`src/design/scl_pkg.sv`:
```
// Shared types and encodings for the snoop coherence line controller.
package scl_pkg;

  localparam int StateW = 4;
  localparam int AddrW  = 48;
  localparam int ReqW   = 6;
  localparam int ModeW  = 3;

  // Line states.
  localparam logic [StateW-1:0] ST_I  = 4'd0;
  localparam logic [StateW-1:0] ST_S  = 4'd1;
  localparam logic [StateW-1:0] ST_E  = 4'd2;
  localparam logic [StateW-1:0] ST_O  = 4'd3;
  localparam logic [StateW-1:0] ST_M  = 4'd4;
  localparam logic [StateW-1:0] ST_F  = 4'd5;
  localparam logic [StateW-1:0] ST_IS = 4'd6;
  localparam logic [StateW-1:0] ST_IM = 4'd7;
  localparam logic [StateW-1:0] ST_SM = 4'd8;
  localparam logic [StateW-1:0] ST_OM = 4'd9;

  // Snooped message kinds.
  localparam logic [1:0] BK_RD     = 2'd0;
  localparam logic [1:0] BK_WR     = 2'd1;
  localparam logic [1:0] BK_DATA   = 2'd2;
  localparam logic [1:0] BK_SHARED = 2'd3;

  // Cache line actions.
  localparam logic [1:0] ACT_NONE  = 2'd0;
  localparam logic [1:0] ACT_INVAL = 2'd1;
  localparam logic [1:0] ACT_RECV  = 2'd2;

  // Protocol modes.
  localparam logic [ModeW-1:0] MODE_MI    = 3'd0;
  localparam logic [ModeW-1:0] MODE_MSI   = 3'd1;
  localparam logic [ModeW-1:0] MODE_MESI  = 3'd2;
  localparam logic [ModeW-1:0] MODE_MOESI = 3'd3;
  localparam logic [ModeW-1:0] MODE_MESIF = 3'd4;

  // Action codes of an item.
  localparam logic ACTION_PROC  = 1'b0;
  localparam logic ACTION_SNOOP = 1'b1;

  typedef struct packed {
    logic [ReqW-1:0]   requester;
    logic [AddrW-1:0]  line_address;
    logic [StateW-1:0] current_state;
    logic [1:0]        bus_kind;
    logic              is_read;
    logic              action;
  } scl_item_t;

  typedef struct packed {
    logic              protocol_error;
    logic [ReqW-1:0]   bus_requester;
    logic [AddrW-1:0]  bus_address;
    logic              assert_shared;
    logic              send_line_data;
    logic              send_bus_write;
    logic              send_bus_read;
    logic [1:0]        line_action;
    logic              perm_available;
    logic [StateW-1:0] next_state;
  } scl_result_t;

endpackage

```
`src/design/scl_next_state.sv`:
```
// Next-state decode for one cache line under the selected coherence protocol.
module scl_next_state (
  input  logic [scl_pkg::ModeW-1:0] protocol_mode,
  input  scl_pkg::scl_item_t        item,
  output scl_pkg::scl_result_t      result
);
  import scl_pkg::*;

  logic              has_excl;
  logic              has_owned;
  logic              has_fwd;
  logic              is_mi;
  logic [StateW-1:0] cs;
  logic [1:0]        bk;
  logic              rd;
  logic              data_like;
  logic [StateW-1:0] st;
  logic              perm;
  logic [1:0]        act;
  logic              s_rd;
  logic              s_wr;
  logic              s_data;
  logic              s_shr;
  logic              err;
  logic              sent;

  // Modes above MESIF behave as MESIF.
  assign is_mi     = (protocol_mode == MODE_MI);
  assign has_excl  = (protocol_mode >= MODE_MESI);
  assign has_owned = (protocol_mode == MODE_MOESI);
  assign has_fwd   = (protocol_mode >= MODE_MESIF);

  assign cs        = item.current_state;
  assign bk        = item.bus_kind;
  assign rd        = item.is_read;
  assign data_like = (bk == BK_DATA) || (bk == BK_SHARED);

  always_comb begin
    st     = cs;
    perm   = 1'b0;
    act    = ACT_NONE;
    s_rd   = 1'b0;
    s_wr   = 1'b0;
    s_data = 1'b0;
    s_shr  = 1'b0;
    err    = 1'b0;
    if (is_mi) begin
      if (item.action == ACTION_PROC) begin
        case (cs)
          ST_I: begin
            s_wr = 1'b1;
            st   = ST_IM;
          end
          ST_M:  perm = 1'b1;
          ST_IM: st = ST_IM;
          default: begin
            st  = ST_I;
            err = 1'b1;
          end
        endcase
      end else begin
        case (cs)
          ST_I: st = ST_I;
          ST_M: begin
            s_data = 1'b1;
            act    = ACT_INVAL;
            st     = ST_I;
          end
          ST_IM: begin
            if (data_like) begin
              act = ACT_RECV;
              st  = ST_M;
            end
          end
          default: begin
            st  = ST_I;
            err = 1'b1;
          end
        endcase
      end
    end else if (item.action == ACTION_PROC) begin
      case (cs)
        ST_I: begin
          if (rd) begin
            s_rd = 1'b1;
            st   = ST_IS;
          end else begin
            s_wr = 1'b1;
            st   = ST_IM;
          end
        end
        ST_S, ST_F: begin
          if (rd) begin
            perm = 1'b1;
          end else begin
            s_wr = 1'b1;
            st   = ST_SM;
          end
        end
        ST_E: begin
          perm = 1'b1;
          st   = rd ? ST_E : ST_M;
        end
        ST_M: perm = 1'b1;
        ST_O: begin
          if (rd) begin
            perm = 1'b1;
          end else begin
            s_wr = 1'b1;
            st   = ST_OM;
          end
        end
        ST_IS, ST_IM, ST_SM, ST_OM: st = cs;
        default: begin
          st  = ST_I;
          err = 1'b1;
        end
      endcase
    end else if (cs > ST_OM) begin
      st  = ST_I;
      err = 1'b1;
    end else if (data_like) begin
      // A fill response only makes sense while a request is outstanding.
      if (cs == ST_IS) begin
        act = ACT_RECV;
        if (bk == BK_DATA) st = has_excl ? ST_E : ST_S;
        else               st = has_fwd ? ST_F : ST_S;
      end else if (cs == ST_IM || cs == ST_SM || cs == ST_OM) begin
        act = ACT_RECV;
        st  = ST_M;
      end else begin
        err = 1'b1;
      end
    end else begin
      case (cs)
        ST_I: st = ST_I;
        ST_S: begin
          if (bk == BK_RD) begin
            s_shr = 1'b1;
          end else begin
            act = ACT_INVAL;
            st  = ST_I;
          end
        end
        ST_F: begin
          if (bk == BK_RD) begin
            s_data = 1'b1;
            s_shr  = 1'b1;
            st     = ST_S;
          end else begin
            act = ACT_INVAL;
            st  = ST_I;
          end
        end
        ST_E, ST_M, ST_O: begin
          s_data = 1'b1;
          if (bk == BK_RD) begin
            s_shr = 1'b1;
            if (cs == ST_E)      st = ST_S;
            else if (cs == ST_O) st = ST_O;
            else                 st = has_owned ? ST_O : ST_S;
          end else begin
            act = ACT_INVAL;
            st  = ST_I;
          end
        end
        default: st = cs;
      endcase
    end
  end

  assign sent = s_rd || s_wr || s_data || s_shr;

  assign result.next_state     = st;
  assign result.perm_available = perm && (item.action == ACTION_PROC);
  assign result.line_action    = act;
  assign result.send_bus_read  = s_rd;
  assign result.send_bus_write = s_wr;
  assign result.send_line_data = s_data;
  assign result.assert_shared  = s_shr;
  assign result.bus_address    = sent ? item.line_address : '0;
  assign result.bus_requester  = sent ? item.requester : '0;
  assign result.protocol_error = err;

endmodule

```
`src/design/snoop_coherence_line_controller_top.sv`:
```
// An item passes the input register, the next-state decode, then the result register.
// Throughput: one item per cycle unless out_tready stalls the result register.
// Stage 1 takes an item while a result waits only if the input register is empty.
// Reset: rst_n is synchronous, active low; it empties both stages and sets
// protocol_mode to MI.
module snoop_coherence_line_controller_top (
  input  logic        clk,
  input  logic        rst_n,
  input  logic        cfg_valid,
  output logic        cfg_ready,
  input  logic [2:0]  cfg_data,   // protocol_mode
  input  logic        in_tvalid,
  output logic        in_tready,
  input  logic [63:0] in_tdata,   // current_state[3:0], line_address[51:4], requester[57:52]
  input  logic [3:0]  in_tuser,   // action[0], is_read[1], bus_kind[3:2]
  output logic        out_tvalid,
  input  logic        out_tready,
  // next_state[3:0], perm_available[4], line_action[6:5], send_bus_read[7],
  // send_bus_write[8], send_line_data[9], assert_shared[10], bus_address[58:11],
  // bus_requester[64:59], protocol_error[65]
  output logic [71:0] out_tdata
);
  import scl_pkg::*;

  logic [ModeW-1:0] mode_r;
  logic             s1_valid_r;
  scl_item_t        s1_item_r;
  scl_item_t        item_nxt;
  logic             out_valid_r;
  scl_result_t      out_res_r;
  scl_result_t      res_nxt;
  logic             s2_load;

  assign cfg_ready = 1'b1;

  assign item_nxt.action        = in_tuser[0];
  assign item_nxt.is_read       = in_tuser[1];
  assign item_nxt.bus_kind      = in_tuser[3:2];
  assign item_nxt.current_state = in_tdata[3:0];
  assign item_nxt.line_address  = in_tdata[51:4];
  assign item_nxt.requester     = in_tdata[57:52];

  assign s2_load   = !out_valid_r || out_tready;
  assign in_tready = !s1_valid_r || s2_load;

  always_ff @(posedge clk) begin
    if (!rst_n) begin
      mode_r <= MODE_MI;
    end else if (cfg_valid && cfg_ready) begin
      mode_r <= cfg_data;
    end
  end

  always_ff @(posedge clk) begin
    if (!rst_n) begin
      s1_valid_r <= 1'b0;
    end else if (in_tready) begin
      s1_valid_r <= in_tvalid;
    end
  end

  always_ff @(posedge clk) begin
    if (in_tready && in_tvalid) begin
      s1_item_r <= item_nxt;
    end
  end

  scl_next_state u_next_state (
    .protocol_mode (mode_r),
    .item          (s1_item_r),
    .result        (res_nxt)
  );

  always_ff @(posedge clk) begin
    if (!rst_n) begin
      out_valid_r <= 1'b0;
    end else if (s2_load) begin
      out_valid_r <= s1_valid_r;
    end
  end

  always_ff @(posedge clk) begin
    if (s2_load && s1_valid_r) begin
      out_res_r <= res_nxt;
    end
  end

  assign out_tvalid = out_valid_r;
  assign out_tdata  = {6'd0, out_res_r};

endmodule
```
`config.mk`:
```
export PLATFORM = sky130hd
export DESIGN_NAME = snoop_coherence_line_controller_top
export DESIGN_NICKNAME = d
export VERILOG_FILES = /design/src/design/scl_pkg.sv /design/src/design/scl_next_state.sv /design/src/design/snoop_coherence_line_controller_top.sv
export SDC_FILE = /design/constraint.sdc
export NUM_CORES = 1
export LEC_CHECK = 0
export BUFFER_PORTS_ARGS = -buffer_cell sky130_fd_sc_hd__clkbuf_2
export CAP_MARGIN = 0
export CORE_ASPECT_RATIO = 1.25
export CORE_MARGIN = 4
export CORE_UTILIZATION = 40
export DETAILED_ROUTE_END_ITERATION = 8
export GPL_ROUTABILITY_DRIVEN = 0
export HOLD_SLACK_MARGIN = 0.15
export PLACE_DENSITY = 0.64
export SETUP_SLACK_MARGIN = 0.02
export SLEW_MARGIN = 0
export SYNTH_ARGS = -nofsm -noshare
export SYNTH_HDL_FRONTEND = slang
export SYNTH_SLANG_ARGS = --single-unit
```
`constraint.sdc`:
```
create_clock -name clk -period 6.4 [get_ports clk]
set_input_delay 1.6 -clock clk [delete_from_list [all_inputs] [get_ports clk]]
set_output_delay 1.6 -clock clk [all_outputs]
set_load 0.05 [all_outputs]
```
==> metrics.yaml <==
clock_network:
  h-tree-depth: 4
  post-cts-setup-buffer-count: 0
  clk_path_buf_depth: 2
  clk_latency_ns: 0.40
  ctsResizeCount: 0
  cts_buffers: 17
  postCtsHoldBufs: 0
  root_buffer: "clkbuf_16"
  clock-sinks: 133
  cts_tree: "yes"
  path_clk_slew_ns: 0.05
placement:
  dpl.hpwl_um: 7890
  placedInstanceArea_um2: 6380
  portBuffers: 137
  dp_cells: 725
  post-place-ws_ns: 2.46
timing:
  worst_clock_skew_ns: 0.00841
  fin_ws_ns: 2.46
  fmaxAchievable_mhz: 254
  finalCritPeriodShare_pct: 61.5
  max_slew_margin_pct: 27.4
  rsz0062_at_grt: "no"
  worst_pin_slew_ns: 1.09
  final.setup.tns_ns: 0
  slew_violations: 0
  hold_viol: 0
  fin_crit_ns: 3.94
  holdWs_ns: 0.547
  finalSetupViolCount: 0
worst_setup_path:
  worst-path-buf-inv: 2
  worstPathArrival_ns: 2.34
  cp.depth: 4
  crit_chain: "clkbuf_2, nor2b_1, nand2_1, clkbuf_2"
  crit_path_end_kind: "primary output"
  crit_path_max_incr_delay_ns: 0.30
  path_class: "in2out"
  slowest_stage: "nor2b_1"
  ff2ff_path_depth: 4
  critPathLaunch: "out_tready"
  required_ns: 4.80
  regToRegStartpoint: "s1_item_r[4]"
  crit_top_cell: "clkbuf_2"
  critPathTopFamily: "simple AND/OR/NAND/NOR gates"
  crit_fanout: 4
  start_kind: "primary input"
cells_and_area:
  final_cells: 757
  final_area_um2: 6950
  multi_input_area_um2: 1480
  syn_to_final_growth_pct: 23.9
  drive_gt1_share_pct: 31.1
  fillers: 1191
  antenna_cells: 0
  layout.nets: 645
  ff_latch_area_um2: 3940
  utilization_pct: 50.5
detailed_routing:
  drt_iter0_drc: 217
  num_vias: 3940
  ant_nets: 0
  post_drt_wl_per_cell_um: 16.4
  wirelength_um: 12400
  vias_per_cell: 5.20
  firstDrtPassIters: 5
  route.detailed.drc: 0
global_routing:
  grt_pass1_wl_um: 19500
  grt_usage_pct: 15.7
  grt_max_degree: 63
  grt.overflow.total: 0
  antenna_found_initial: 0
  grt_pass1_vias: 3865
hold_path:
  hold_class: "reg2reg"
  min_from: "s1_valid_r"
  whs_path_depth: 1
pwr:
  p_seq_share_pct: 46.6
  switchingPower_mw: 0.592
  leakagePower_nw: 2.61
  swShare_pct: 26.3
  ir_worst_vdd_v: 0.000172
  power.share.clock_pct: 40.9
  pwr-share-comb_pct: 12.5
  power_per_cell_area_nw_per_um2: 324
  p_int_mw: 1.66
  p_total_mw: 2.25
synth:
  synth-seq-cells: 133
  ys_seq_area_share_pct: 70.3
  synth_flop_cell: "edfxtp_1"
  ys_warn_count: 0
  synth_cell_type_count: 50
  syn_area_um2: 5610
  synth_edf_count: 128
  avgSynthCellArea_um2: 12.6
  synth-async-reset-ratio_pct: 0
  syn_inst: 444
floorplan:
  dieHeight_um: 140
  initial_core_util_pct: 40.8
  dieArea_um2: 16000
  fp.dieW_um: 114
  rows: 48
  core_area_um2: 13800
  io_pins: 151
outcome:
  status: "finished, final reports clean"
job:
  maxCapViolations: 0
==> layer usage <==
metal	GRT usage, %	up-vias	routed length (µm)
li1	-	1889	-
met1	18.2	1873	4900
met2	26.5	163	6300
met3	5.79	15	991
met4	5.50	0	221
met5	0	-	0
==> logic make-up after synthesis <==
family	count (synthesis)	synth area share, %
compound gates	98	11.2
buf+inv	46	4.06
flops	133	70.3
mux	3	0.536
other cells	2	0.134
simple gates	162	13.8
==> cell type report <==
type | instances | area share, %
inverters | 5 | 0.270
repair buffers | 142 | 10.4
flip-flops and latches | 133 | 56.8
clock inverters | 12 | 1.87
well taps | 175 | 3.15
multi-input cells | 270 | 21.3
clock buffers | 20 | 6.28
==> sequential cells by signal, indices dropped and copies added (netlist names) <==
signal and cells:
out_tdata 66, s1_item_r 62, mode_r 3, out_tvalid 1, s1_valid_r 1
==> power by group through the flow <==
stage                     registers, mW  logic, mW  clock network [mW]
after detailed placement           1.07      0.284                   0
after global routing               1.06      0.304               0.984
after CTS                          1.05      0.284               0.939
after global placement             1.07      0.277                   0
final                              1.05      0.281               0.922
after floorplan                    1.15      0.127                   0
==> worst paths after layout <==
check        slack (ns)             to
max                2.46      in_tready
min                0.55     out_tvalid
max reg2reg        3.53  out_tdata[35]
min reg2reg        0.55     out_tvalid
==> synthesized netlist by cell type, drive strengths merged (2+ instances only) <==
library cell,count,area share (%)
nor2b,9,1.0
conb,2,0.13
nor4,2,0.22
a2bb2oi,3,0.47
o21ai,64,5.8
a21oi,6,0.54
edfxtp,128,69
o21a,2,0.27
nor3,3,0.36
and2,2,0.22
o41ai,4,1.1
nand3,56,5.0
or2,2,0.22
or3,5,0.56
mux2i,3,0.54
nand2b,2,0.22
dfxtp,5,1.8
clkbuf,21,1.5
a221oi,3,0.47
a31oi,4,0.45
buf,20,2.2
nand2,62,4.2
inv,5,0.33
o311a,3,0.56
nor2,13,0.87
==> worst reg2reg max path, stage by stage (launching register included) <==
cell      delay, ns
edfxtp_1       0.66
or3_1          0.60
nand4b_1       0.18
o311a_2        0.87
o21ai_0        0.25
==> cell usage in the layout (no fill, tap or decap), types with 4 or more instances in the layout <==
master,count
clkbuf_2,137
edfxtp_1,128
nand2_1,62
nand3_1,56
o21ai_0,43
o21ai_1,20
clkbuf_16,17
nor2_1,12
nor2b_1,8
conb_1,7
a21oi_1,6
clkinvlp_4,6
inv_1,5
or3_1,5
dfxtp_1,5
buf_4,5
a31oi_1,4
Power figures use the tool's default switching activity.
